==> src/rtl/elt_pkg.sv <==
// ----------------------------------------------------------------------------
// Entity location table package
// Sizes, request and status codes, and shared types for the table core.
// ----------------------------------------------------------------------------
package elt_pkg;

  localparam int TABLE_DEPTH = 32;
  localparam int ID_WIDTH    = 16;
  localparam int COORD_WIDTH = 16;
  localparam int IDX_W       = $clog2(TABLE_DEPTH);
  localparam int CNT_W       = $clog2(TABLE_DEPTH + 1);

  // Request function codes
  localparam logic [2:0] FN_QUERY  = 3'd0;
  localparam logic [2:0] FN_MOVE   = 3'd1;
  localparam logic [2:0] FN_REMOVE = 3'd2;
  localparam logic [2:0] FN_LOCATE = 3'd3;
  localparam logic [2:0] FN_VIEW   = 3'd4;
  localparam logic [2:0] FN_CLEAR  = 3'd5;

  // Result status codes
  localparam logic [1:0] STAT_OK    = 2'd0;
  localparam logic [1:0] STAT_MISS  = 2'd1;
  localparam logic [1:0] STAT_TAKEN = 2'd2;
  localparam logic [1:0] STAT_FULL  = 2'd3;

  typedef logic [ID_WIDTH-1:0]           ent_t;
  typedef logic signed [COORD_WIDTH-1:0] coord_t;

  // One table slot
  typedef struct packed {
    ent_t   entity;
    coord_t x;
    coord_t y;
  } slot_t;

  // Latched request
  typedef struct packed {
    logic [2:0] func;
    ent_t       entity;
    coord_t     x0;
    coord_t     y0;
    coord_t     x1;
    coord_t     y1;
  } req_t;

  // Compare flags of one slot against the request
  typedef struct packed {
    logic ent_eq;
    logic loc_eq;
    logic in_rect;
  } match_t;

  typedef enum logic [1:0] {
    ST_IDLE,
    ST_SCAN,
    ST_FINISH
  } state_t;

endpackage

==> src/rtl/elt_if.sv <==
// ----------------------------------------------------------------------------
// Entity location table channels
// Valid/ready request and result channels with their payloads.
// ----------------------------------------------------------------------------
interface elt_in_if import elt_pkg::*; ();
  logic       valid;
  logic       ready;
  logic [2:0] func;
  ent_t       entity;
  coord_t     coord_x;
  coord_t     coord_y;
  coord_t     corner_x;
  coord_t     corner_y;

  modport source (output valid, func, entity, coord_x, coord_y, corner_x, corner_y,
                  input ready);
  modport sink   (input valid, func, entity, coord_x, coord_y, corner_x, corner_y,
                  output ready);
endinterface

interface elt_out_if import elt_pkg::*; ();
  logic       valid;
  logic       ready;
  logic [1:0] status;
  ent_t       found_entity;
  coord_t     found_x;
  coord_t     found_y;
  logic       last;

  modport source (output valid, status, found_entity, found_x, found_y, last,
                  input ready);
  modport sink   (input valid, status, found_entity, found_x, found_y, last,
                  output ready);
endinterface

==> src/rtl/elt_match.sv <==
// ----------------------------------------------------------------------------
// Entity location table slot compare
// Compares one slot read from the table against the current request.
// ----------------------------------------------------------------------------
module elt_match import elt_pkg::*; (
  input  slot_t  slot,
  input  req_t   req,
  output match_t hit
);

  // Flag entity, exact location and inclusive rectangle hits (signed order)
  assign hit.ent_eq  = (slot.entity == req.entity);
  assign hit.loc_eq  = (slot.x == req.x0) && (slot.y == req.y0);
  assign hit.in_rect = ($signed(slot.x) >= $signed(req.x0)) &&
                       ($signed(slot.x) <= $signed(req.x1)) &&
                       ($signed(slot.y) >= $signed(req.y0)) &&
                       ($signed(slot.y) <= $signed(req.y1));

endmodule

==> src/rtl/entity_location_table_core.sv <==
// ----------------------------------------------------------------------------
// Entity location table core
// Ordered table of (entity, x, y) slots held in one synchronous memory.
// ----------------------------------------------------------------------------
// The block takes one request at a time. Each request (but clear) scans the
// filled slots one per cycle, while the result register is free, through the
// single read port of the slot memory, then finishes; clear goes straight to
// the finish state. A view stalls its scan while a listed pair waits on a full
// result register. Remove closes the gap during the same scan, writing each
// later slot one place down. Func codes 6 and 7 are dropped with no result.
// ----------------------------------------------------------------------------
module entity_location_table_core import elt_pkg::*; (
  input  logic         clk,
  input  logic         rst_n,
  elt_in_if.sink       in_ch,
  elt_out_if.source    out_ch
);

  typedef struct packed {
    logic [1:0] status;
    ent_t       entity;
    coord_t     x;
    coord_t     y;
    logic       last;
  } result_t;

  state_t             state_r, state_nxt;
  req_t               req_r, req_nxt;
  logic [CNT_W-1:0]   fill_r, fill_nxt;
  logic [CNT_W-1:0]   rd_idx_r, rd_idx_nxt;
  logic               p_valid_r, p_valid_nxt;
  logic [IDX_W-1:0]   p_idx_r, p_idx_nxt;
  logic               ent_hit_r, ent_hit_nxt;
  logic [IDX_W-1:0]   ent_idx_r, ent_idx_nxt;
  slot_t              ent_slot_r, ent_slot_nxt;
  logic               loc_hit_r, loc_hit_nxt;
  ent_t               loc_ent_r, loc_ent_nxt;
  logic               pend_valid_r, pend_valid_nxt;
  slot_t              pend_r, pend_nxt;
  logic               out_valid_r, out_valid_nxt;
  result_t            out_r, out_nxt;

  slot_t              slot_mem [TABLE_DEPTH];
  slot_t              rd_data_r;
  logic               rd_en;
  logic [IDX_W-1:0]   rd_addr;
  logic               wr_en;
  logic [IDX_W-1:0]   wr_addr;
  slot_t              wr_data;

  logic               adv;
  logic               scan_done;
  match_t             hit;

  // Result register frees up when empty or taken this cycle
  assign adv       = !out_valid_r || out_ch.ready;
  assign scan_done = (rd_idx_r == fill_r) && !p_valid_r;

  elt_match u_match (
    .slot (rd_data_r),
    .req  (req_r),
    .hit  (hit)
  );

  // Slot memory: one write port, one registered read port
  always_ff @(posedge clk) begin
    if (wr_en) begin
      slot_mem[wr_addr] <= wr_data;
    end
    if (rd_en) begin
      rd_data_r <= slot_mem[rd_addr];
    end
  end

  // Next state
  always_comb begin
    state_nxt = state_r;
    unique case (state_r)
      ST_IDLE: begin
        if (in_ch.valid) begin
          if (in_ch.func == FN_CLEAR) begin
            state_nxt = ST_FINISH;
          end else if (in_ch.func < FN_CLEAR) begin
            state_nxt = ST_SCAN;
          end
        end
      end
      ST_SCAN: begin
        if (adv && scan_done) begin
          state_nxt = ST_FINISH;
        end
      end
      ST_FINISH: begin
        if (adv) begin
          state_nxt = ST_IDLE;
        end
      end
      default: state_nxt = ST_IDLE;
    endcase
  end

  // Datapath and memory control
  always_comb begin
    req_nxt        = req_r;
    fill_nxt       = fill_r;
    rd_idx_nxt     = rd_idx_r;
    p_valid_nxt    = p_valid_r;
    p_idx_nxt      = p_idx_r;
    ent_hit_nxt    = ent_hit_r;
    ent_idx_nxt    = ent_idx_r;
    ent_slot_nxt   = ent_slot_r;
    loc_hit_nxt    = loc_hit_r;
    loc_ent_nxt    = loc_ent_r;
    pend_valid_nxt = pend_valid_r;
    pend_nxt       = pend_r;
    out_nxt        = out_r;
    rd_en          = 1'b0;
    rd_addr        = rd_idx_r[IDX_W-1:0];
    wr_en          = 1'b0;
    wr_addr        = p_idx_r;
    wr_data        = rd_data_r;

    // Drop the result once taken
    out_valid_nxt = out_valid_r && !out_ch.ready;

    unique case (state_r)
      ST_IDLE: begin
        // Latch the request and clear the scan flags
        if (in_ch.valid) begin
          req_nxt.func   = in_ch.func;
          req_nxt.entity = in_ch.entity;
          req_nxt.x0     = in_ch.coord_x;
          req_nxt.y0     = in_ch.coord_y;
          req_nxt.x1     = in_ch.corner_x;
          req_nxt.y1     = in_ch.corner_y;
          rd_idx_nxt     = '0;
          p_valid_nxt    = 1'b0;
          ent_hit_nxt    = 1'b0;
          loc_hit_nxt    = 1'b0;
          pend_valid_nxt = 1'b0;
        end
      end

      ST_SCAN: begin
        if (adv) begin
          // Issue the next slot read
          if (rd_idx_r != fill_r) begin
            rd_en       = 1'b1;
            p_valid_nxt = 1'b1;
            p_idx_nxt   = rd_idx_r[IDX_W-1:0];
            rd_idx_nxt  = rd_idx_r + CNT_W'(1);
          end else begin
            p_valid_nxt = 1'b0;
          end

          // Evaluate the slot whose read was issued before
          if (p_valid_r) begin
            if (req_r.func == FN_REMOVE && ent_hit_r) begin
              wr_en   = 1'b1;
              wr_addr = p_idx_r - IDX_W'(1);
              wr_data = rd_data_r;
            end
            if (hit.ent_eq && !ent_hit_r) begin
              ent_hit_nxt  = 1'b1;
              ent_idx_nxt  = p_idx_r;
              ent_slot_nxt = rd_data_r;
            end
            if (hit.loc_eq && !loc_hit_r) begin
              loc_hit_nxt = 1'b1;
              loc_ent_nxt = rd_data_r.entity;
            end
            // Hold one listed pair back so the final one can carry last
            if (req_r.func == FN_VIEW && hit.in_rect) begin
              if (pend_valid_r) begin
                out_valid_nxt  = 1'b1;
                out_nxt.status = STAT_OK;
                out_nxt.entity = pend_r.entity;
                out_nxt.x      = pend_r.x;
                out_nxt.y      = pend_r.y;
                out_nxt.last   = 1'b0;
              end
              pend_nxt       = rd_data_r;
              pend_valid_nxt = 1'b1;
            end
          end
        end
      end

      ST_FINISH: begin
        if (adv) begin
          out_valid_nxt  = 1'b1;
          out_nxt.status = STAT_MISS;
          out_nxt.entity = '0;
          out_nxt.x      = '0;
          out_nxt.y      = '0;
          out_nxt.last   = 1'b1;
          unique case (req_r.func)
            FN_QUERY: begin
              if (loc_hit_r) begin
                out_nxt.status = STAT_OK;
                out_nxt.entity = loc_ent_r;
              end
            end
            FN_MOVE: begin
              if (req_r.entity != '0) begin
                if (loc_hit_r && loc_ent_r != req_r.entity) begin
                  out_nxt.status = STAT_TAKEN;
                end else if (!ent_hit_r) begin
                  if (fill_r == CNT_W'(TABLE_DEPTH)) begin
                    out_nxt.status = STAT_FULL;
                  end else begin
                    // Append a new slot
                    wr_en          = 1'b1;
                    wr_addr        = fill_r[IDX_W-1:0];
                    wr_data.entity = req_r.entity;
                    wr_data.x      = req_r.x0;
                    wr_data.y      = req_r.y0;
                    fill_nxt       = fill_r + CNT_W'(1);
                    out_nxt.status = STAT_OK;
                  end
                end else begin
                  // Rewrite the entity's slot in place
                  wr_en          = 1'b1;
                  wr_addr        = ent_idx_r;
                  wr_data.entity = req_r.entity;
                  wr_data.x      = req_r.x0;
                  wr_data.y      = req_r.y0;
                  out_nxt.status = STAT_OK;
                end
              end
            end
            FN_REMOVE: begin
              if (ent_hit_r) begin
                fill_nxt       = fill_r - CNT_W'(1);
                out_nxt.status = STAT_OK;
              end
            end
            FN_LOCATE: begin
              if (ent_hit_r) begin
                out_nxt.status = STAT_OK;
                out_nxt.entity = ent_slot_r.entity;
                out_nxt.x      = ent_slot_r.x;
                out_nxt.y      = ent_slot_r.y;
              end
            end
            FN_VIEW: begin
              if (pend_valid_r) begin
                out_nxt.status = STAT_OK;
                out_nxt.entity = pend_r.entity;
                out_nxt.x      = pend_r.x;
                out_nxt.y      = pend_r.y;
              end
            end
            FN_CLEAR: begin
              fill_nxt       = '0;
              out_nxt.status = STAT_OK;
            end
            default: begin
              out_nxt.status = STAT_MISS;
            end
          endcase
        end
      end

      default: begin
        out_valid_nxt = out_valid_r && !out_ch.ready;
      end
    endcase
  end

  // Control registers
  always_ff @(posedge clk) begin
    if (!rst_n) begin
      state_r      <= ST_IDLE;
      fill_r       <= '0;
      rd_idx_r     <= '0;
      p_valid_r    <= 1'b0;
      ent_hit_r    <= 1'b0;
      loc_hit_r    <= 1'b0;
      pend_valid_r <= 1'b0;
      out_valid_r  <= 1'b0;
    end else begin
      state_r      <= state_nxt;
      fill_r       <= fill_nxt;
      rd_idx_r     <= rd_idx_nxt;
      p_valid_r    <= p_valid_nxt;
      ent_hit_r    <= ent_hit_nxt;
      loc_hit_r    <= loc_hit_nxt;
      pend_valid_r <= pend_valid_nxt;
      out_valid_r  <= out_valid_nxt;
    end
  end

  // Payload registers
  always_ff @(posedge clk) begin
    req_r      <= req_nxt;
    p_idx_r    <= p_idx_nxt;
    ent_idx_r  <= ent_idx_nxt;
    ent_slot_r <= ent_slot_nxt;
    loc_ent_r  <= loc_ent_nxt;
    pend_r     <= pend_nxt;
    out_r      <= out_nxt;
  end

  // Channel outputs
  assign in_ch.ready         = (state_r == ST_IDLE);
  assign out_ch.valid        = out_valid_r;
  assign out_ch.status       = out_r.status;
  assign out_ch.found_entity = out_r.entity;
  assign out_ch.found_x      = out_r.x;
  assign out_ch.found_y      = out_r.y;
  assign out_ch.last         = out_r.last;

endmodule
==> src/flat_wrapper.sv <==
// flat-port wrapper written by rule: the top's interface ports become plain ports
module entity_location_table_core_flat import elt_pkg::*;
  (clk, rst_n, in_ch_valid, in_ch_func, in_ch_entity, in_ch_coord_x, in_ch_coord_y, in_ch_corner_x, in_ch_corner_y, in_ch_ready, out_ch_valid, out_ch_status, out_ch_found_entity, out_ch_found_x, out_ch_found_y, out_ch_last, out_ch_ready);
  elt_in_if in_ch_i ();
  elt_out_if out_ch_i ();
  input  logic clk;
  input  logic rst_n;
  input wire logic [$bits(in_ch_i.valid)-1:0] in_ch_valid;
  input wire logic [$bits(in_ch_i.func)-1:0] in_ch_func;
  input wire logic [$bits(in_ch_i.entity)-1:0] in_ch_entity;
  input wire logic [$bits(in_ch_i.coord_x)-1:0] in_ch_coord_x;
  input wire logic [$bits(in_ch_i.coord_y)-1:0] in_ch_coord_y;
  input wire logic [$bits(in_ch_i.corner_x)-1:0] in_ch_corner_x;
  input wire logic [$bits(in_ch_i.corner_y)-1:0] in_ch_corner_y;
  output wire logic [$bits(in_ch_i.ready)-1:0] in_ch_ready;
  output wire logic [$bits(out_ch_i.valid)-1:0] out_ch_valid;
  output wire logic [$bits(out_ch_i.status)-1:0] out_ch_status;
  output wire logic [$bits(out_ch_i.found_entity)-1:0] out_ch_found_entity;
  output wire logic [$bits(out_ch_i.found_x)-1:0] out_ch_found_x;
  output wire logic [$bits(out_ch_i.found_y)-1:0] out_ch_found_y;
  output wire logic [$bits(out_ch_i.last)-1:0] out_ch_last;
  input wire logic [$bits(out_ch_i.ready)-1:0] out_ch_ready;
  assign in_ch_i.valid = in_ch_valid;
  assign in_ch_i.func = in_ch_func;
  assign in_ch_i.entity = in_ch_entity;
  assign in_ch_i.coord_x = in_ch_coord_x;
  assign in_ch_i.coord_y = in_ch_coord_y;
  assign in_ch_i.corner_x = in_ch_corner_x;
  assign in_ch_i.corner_y = in_ch_corner_y;
  assign in_ch_ready = in_ch_i.ready;
  assign out_ch_valid = out_ch_i.valid;
  assign out_ch_status = out_ch_i.status;
  assign out_ch_found_entity = out_ch_i.found_entity;
  assign out_ch_found_x = out_ch_i.found_x;
  assign out_ch_found_y = out_ch_i.found_y;
  assign out_ch_last = out_ch_i.last;
  assign out_ch_i.ready = out_ch_ready;
  entity_location_table_core u_core (.clk(clk), .rst_n(rst_n), .in_ch(in_ch_i), .out_ch(out_ch_i));
endmodule
==> config.mk <==
export PLATFORM = sky130hd
export DESIGN_NAME = entity_location_table_core_flat
export DESIGN_NICKNAME = d
export VERILOG_FILES = /design/src/rtl/elt_pkg.sv /design/src/rtl/elt_if.sv /design/src/rtl/elt_match.sv /design/src/rtl/entity_location_table_core.sv /design/src/flat_wrapper.sv
export SDC_FILE = /design/constraint.sdc
export NUM_CORES = 2
export LEC_CHECK = 0
export BUFFER_PORTS_ARGS = -buffer_cell sky130_fd_sc_hd__buf_4
export CORE_MARGIN = 2
export CORE_UTILIZATION = 65
export CTS_CLUSTER_SIZE = 25
export DETAILED_ROUTE_END_ITERATION = 8
export GPL_ROUTABILITY_DRIVEN = 1
export PLACE_DENSITY = 0.82
export SKIP_CTS_REPAIR_TIMING = 1
export SYNTH_ARGS = -nofsm -noshare
export SYNTH_HDL_FRONTEND = slang
export SYNTH_SLANG_ARGS = --single-unit
==> constraint.sdc <==
create_clock -name clk -period 20.9 [get_ports clk]
set_clock_uncertainty 0.1 [all_clocks]
set_input_delay 3.135 -clock clk [delete_from_list [all_inputs] [get_ports clk]]
set_output_delay 3.135 -clock clk [all_outputs]
set_load 0.1 [all_outputs]
=== Word level (Yosys, flattened, before mapping) ===
Memory sizes are Yosys's and may differ from the RTL's. A register that Yosys moved wholly into a read port is not among the register bits.
Cells that the tools add are included.

* Bits in registers: 275
* RAM bits: 1536
* Input bits: 87
* Output and inout port bits: 53
* Word-level logic and storage cells: 192
* Memories kept: 1

* Add/subtract/negate cells: 4
* Magnitude comparators: 5
* Eq/ne operators: 31
* Muxes and demuxes: 86
* Reductions and logical operators: 37

{| class="wikitable"
|+ Memory list
! name !! words !! width !! rd ports !! clocked after memory_dff !! wr ports !! RTL line !! source
|-
| u_core.slot_mem || 32 || 48 || 1 || 1 || 1 || entity_location_table_core.sv:43 || <nowiki>slot_t slot_mem [TABLE_DEPTH];</nowiki>
|}

{| class="wikitable"
|+ Operators with widths
! kind !! count
|-
| two-way mux 48 bit || 7
|-
| two-way mux 51 bit || 5
|-
| one-hot mux 51 bit (2 select lines) || 1
|-
| two-way mux 49 bit || 2
|-
| one-hot mux 32 bit (2 select lines) || 1
|-
| equality test 16 bit || 3
|-
| two-way mux 6 bit || 8
|-
| one-hot mux 16 bit (3 select lines) || 1
|-
| two-way mux 5 bit || 9
|-
| greater-or-equal comparator 16 bit || 2
|-
| less-or-equal comparator 16 bit || 2
|-
| two-way mux 1 bit || 31
|-
| != test 2 x 1 -> 1 bit (second input constant) || 11
|-
| AND reduction 4 bit || 5
|-
| two-way mux 2 bit || 9
|-
| one-hot mux 6 bit (3 select lines) || 1
|-
| two-way mux 17 bit || 1
|-
| != test 16 bit || 1
|-
| nonzero test 16 bit || 1
|-
| AND reduction 5 bit || 3
|-
| adder 6 x 1 -> 6 bit (second input constant) || 2
|-
| logical AND 1 bit || 12
|-
| one-hot mux 1 bit (2 select lines) || 6
|-
| one-hot mux 2 bit (6 select lines) || 1
|-
| 26 further kinds || 38
|}

=== Depth between registers and ports, before layout ===
* Depth in word-level cells: 10
* Depth in mapped cells: 11
* Mapped depth without buffers: 9

=== By module ===
A second synthesis with hierarchy kept.

* Cell total of the unflattened synthesis: 3220
* Area total of the unflattened synthesis: 72457.0 um^2

{| class="wikitable"
|+ By module, submodules not included
! module !! instances !! cells an instance !! area an instance (um^2)
|-
| entity_location_table_core || 1 || 2969 || 70652.8
|-
| elt_match || 1 || 251 || 1804.2
|}

=== Worst setup path after synthesis ===
OpenSTA, ideal clock, no wires.

* Kind: input to register
* Start: input port out_ch_ready
* End: memory u_core.slot_mem[31][0] in the netlist's numbering, enable pin
* Setup time: 572 ps
* Arrival: 9207 ps
* Setup slack: 11021 ps
* Stages on the path: 9
* Buffers on the path: 2
* Cell sequence: nand2b_1 > clkbuf_1 > nand4_1 > xor2_1 > o21ai_0 > o21ai_2 > or2_1 > clkbuf_1 > nor4_1

* Cells in the longest elaborated chain, start to end: 5
* Elaborated cells on any way between the ends: 9
* Classes of those cells: mux (8); reduce/logical (1)

{| class="wikitable"
|+ RTL lines
! element !! RTL line !! source
|-
| start, declared || flat_wrapper.sv:22 || <nowiki>input wire logic [$bits(out_ch_i.ready)-1:0] out_ch_ready;</nowiki>
|-
| logical OR 1 bit * || entity_location_table_core.sv:56 || <nowiki>assign adv = !out_valid_r || out_ch.ready;</nowiki>
|-
| two-way mux 1 bit (on tied branches) || entity_location_table_core.sv:190, entity_location_table_core.sv:145 ||
|-
| one-hot mux 1 bit (2 select lines) || entity_location_table_core.sv:126 || <nowiki>unique case (state_r)</nowiki>
|-
| two-way mux 1 bit || entity_location_table_core.sv:67 || <nowiki>if (wr_en) begin</nowiki>
|-
| two-way mux 1 bit (implied by the code) || entity_location_table_core.sv:68 || <nowiki>slot_mem[wr_addr] <= wr_data;</nowiki>
|-
| end, declared || entity_location_table_core.sv:43 ||
|}

Every way passes the cells marked *; elsewhere a longest branch is shown, timed or not.

=== Final worst setup path ===
* Start: input port out_ch_ready
* End: memory u_core.slot_mem[12][27] in the netlist's numbering, enable pin

The elaborated chain is that of the path after synthesis.

==> impl_metrics.py <==
metrics = {
    "critical_path": {
        "critical_path.slowest_cell": "sky130_fd_sc_hd__nor3_4",
        "worst_path_dominant_cell_family": "simple AND/OR/NAND/NOR gates",
        "series_of_cell_instances_along_the_critical_path": "buf_4, nand2b_1, and3_1, xnor2_1, a2111oi_2, a211o_2, or3b_1, nor3_4, buf_4",
        "worst_ep_arrival_time_ns": 7.36,
        "critical_path_class": "primary input to flip-flop",
        "cpMostUsedCell": "sky130_fd_sc_hd__buf_4",
        "critPathMaxStageDelay_ns": 0.93,
        "worst_ep_required_time_ns": 21.18,
        "cp_num_buf_inv": 2,
        "start_kind": "primary input",
        "cp_max_fo": 35,
        "end_kind": "flip-flop",
    },
    "logic_synthesis": {
        "postSynthRegisterBits": 1859,
        "synth_enable_flop_cells": 1840,
        "mappedNetlistArea_um2": 72580,
        "synth.avg_cell_area_um2": 22.42,
        "synth.top_cells.by_area": "sky130_fd_sc_hd__edfxtp_1 76%, sky130_fd_sc_hd__mux4_2 15%, sky130_fd_sc_hd__mux2_2 1.5%",
        "synth_top_area_cell": "sky130_fd_sc_hd__edfxtp_1",
        "synthesis.instances": 3238,
        "synth_top_area_frac": 0.7612,
        "synthesis.yosys.warnings": 0,
        "yosysUniqueCellTypes": 80,
        "seq_area_frac_synth": 0.7665,
        "synth_ff_type": "sky130_fd_sc_hd__edfxtp_1",
        "postSynthNetCount": 3399,
        "async_sr_flop_fraction": 0,
    },
    "placement": {
        "placement.cell_area_um2": 75760,
        "io_buffer_count": 139,
        "dp_hpwl_mm": 99.77,
        "post-place-ws_ns": 13.15,
        "finalWeightedCongestion": 0.8647,
    },
    "sta": {
        "hold_viol": 0,
        "final_min_period_over_clock_period": 0.3386,
        "timing_worst_slew_pin_value_ns": 1.331,
        "rsz0062_at_grt": "false",
        "setup_tns_ns": 0,
        "max_slew_margin": 0.1055,
        "postLayoutSetupSlackWorst_ns": 13.82,
        "max_freq_mhz": 141.3,
        "report.final.setup_viol": 0,
        "min_cycle_time_layout_ns": 7.076,
        "final_slew_violations": 0,
    },
    "global_route": {
        "pin_count_of_the_biggest_net_entering_global_routing": 115,
        "antenna_found_initial": 13,
        "globalRoute.totalOverflow": 0,
        "globalRouteTotalUtil": 0.3511,
        "grt_pass1_vias": 39280,
        "global_route_wire_length_before_repair_mm": 281.8,
    },
    "drt": {
        "dr.first_iter.drc_count": 5779,
        "vias": 37530,
        "first_pass_iters": 6,
        "drt.antenna.violating_nets": 0,
        "drc_errors": 0,
        "route.final.wire_length_mm": 197.4,
        "wire_per_inst_um": 38.67,
        "viasPerCell": 7.352,
    },
    "floorplanning": {
        "initial_core_utilization": 0.6559,
        "die-height_um": 338.2,
        "io-pin-count": 140,
        "core_area_um2": 110700,
        "design.die.area_um2": 114400,
        "chipWidth_um": 338.2,
        "placementRows": 122,
    },
    "outcome": {
        "status": "finished clean",
    },
    "clocking": {
        "cts.htree.levels": 4,
        "path_clk_slew_ns": 0.06,
        "clock_tree_from_tritoncts": "yes",
        "cts_root_buf": "sky130_fd_sc_hd__clkbuf_16",
        "cts.sinks": 1859,
        "numCtsBuffers": 174,
        "insertion_delay_to_the_later_sink_of_the_worst_skew_pair_ns": 0.79,
        "clk_path_buf_depth": 3,
    },
    "power_and_ir_drop": {
        "power_leakage_nw": 25.26,
        "power.ir.vdd_worst_mv": 0.08645,
        "power-per-cell-area_nw_per_um2": 97.88,
    },
    "finish": {
        "postLayoutCoreUtil": 0.7357,
        "final_net_count": 3633,
        "post_route_cells_drive_above_1_share": 0.3038,
        "area_delta_synth_final_pct": 12.18,
        "post_layout_inst_area_um2": 81420,
    },
    "worst_hold_path": {
        "timing.hold.worst.class": "flip-flop to flip-flop",
    },
    "job": {
        "drv_cap": 0,
    },
}
-- registers in the layout, summed over array words and instances, names as in the netlist, 48 cells and up --
name and flops:
u_core.rd_data_r 48, u_core.slot_mem 1536, u_core.req_r 83, u_core.pend_r 48, u_core.ent_slot_r 48
-- final cells by class --
class	count	area, um^2
sequential	1859	55650
fill	5547	29250
multi-input combinational	1148	16350
clock buffer	207	4499
tap	1488	1862
timing repair buffer	211	1609
clock inverter	108	1144
inverter	78	295.3
antenna	6	15.01
-- cells in the final DEF (no fill, tap or decap), drive strengths merged, types with 23 or more instances in the layout --
cell type	n
ha	73
a22o	33
buf	211
clkinv	76
xor2	23
edfxtp	1840
a21oi	51
inv	86
nand4	26
nor3	25
clkbuf	207
nor2	68
nand2	37
mux2	97
mux4	480
xnor2	25
-- worst paths after layout --
path / startpoint / endpoint / slack (ns) / cells past startpoint
max: out_ch_ready / u_core.slot_mem[12][27] / 13.82 / 9
min: u_core.rd_data_r[0] / u_core.ent_slot_r[0] / 0.39 / 0
max reg2reg: u_core.req_r[78] / u_core.slot_mem[12][27] / 15.35 / 8
min reg2reg: u_core.rd_data_r[0] / u_core.ent_slot_r[0] / 0.39 / 0
-- routing by layer --
metal / routed length (um) / up-vias / global-route usage
met1: 62670 / 19130 / 0.4375
met5: 98 / - / 0
met2: 96470 / 3496 / 0.5609
li1: - / 14140 / -
met3: 27180 / 753 / 0.1133
met4: 10970 / 14 / 0.1770
-- cell families (layout without fill, tap and decap cells) --
kind of cell	Yosys count	count (layout)	synth area share
muxes	581	581	0.1645
buffers and inverters	231	604	0.01231
adders and majority gates	74	74	0.01286
other	0	6	0
AOI/OAI and AO/OA	200	200	0.01962
and+or+nand+nor	245	245	0.01839
DFF	1859	1859	0.7665
xor gates and xnor gates	48	48	0.005792
-- cells in the mapped netlist, drive strengths merged (5+ instances only) --
| library cell | n |
|---|---|
| edfxtp | 1840 |
| mux4 | 480 |
| clkbuf | 105 |
| mux2 | 97 |
| inv | 77 |
| ha | 73 |
| nor2 | 68 |
| a21oi | 51 |
| buf | 48 |
| nand2 | 37 |
| a22o | 33 |
| nand4 | 26 |
| nor3 | 25 |
| xnor2 | 25 |
| xor2 | 23 |
| nor4 | 21 |
| a22oi | 19 |
| dfxtp | 19 |
| o21ai | 19 |
| a21o | 13 |
| nor2b | 10 |
| or3 | 9 |
| nand3 | 8 |
| a21boi | 6 |
| and3 | 6 |
| nand2b | 6 |
| a211o | 5 |
| o211ai | 5 |
-- power breakdown --
| part | internal (mW) | total, mW | switching (mW) |
|---|---|---|---|
| Sequential | 4.17 | 4.23 | 0.0565 |
| Clock | 1.80 | 3.20 | 1.40 |
| Combinational | 0.131 | 0.545 | 0.414 |
| Total | 6.10 | 7.97 | 1.87 |
-- per-stage QoR --
stage          hold slack, ns  instances  total power, mW
2_1_floorplan          0.3064       3238            4.628
3_3_place_gp           0.3710       4784            4.800
3_5_place_dp           0.3789       4784            4.820
4_1_cts                0.3930       5099            7.974
5_1_grt                0.4126       5099            8.128
6_report               0.3912       5105            7.969
(Power assumes the default switching activity.)
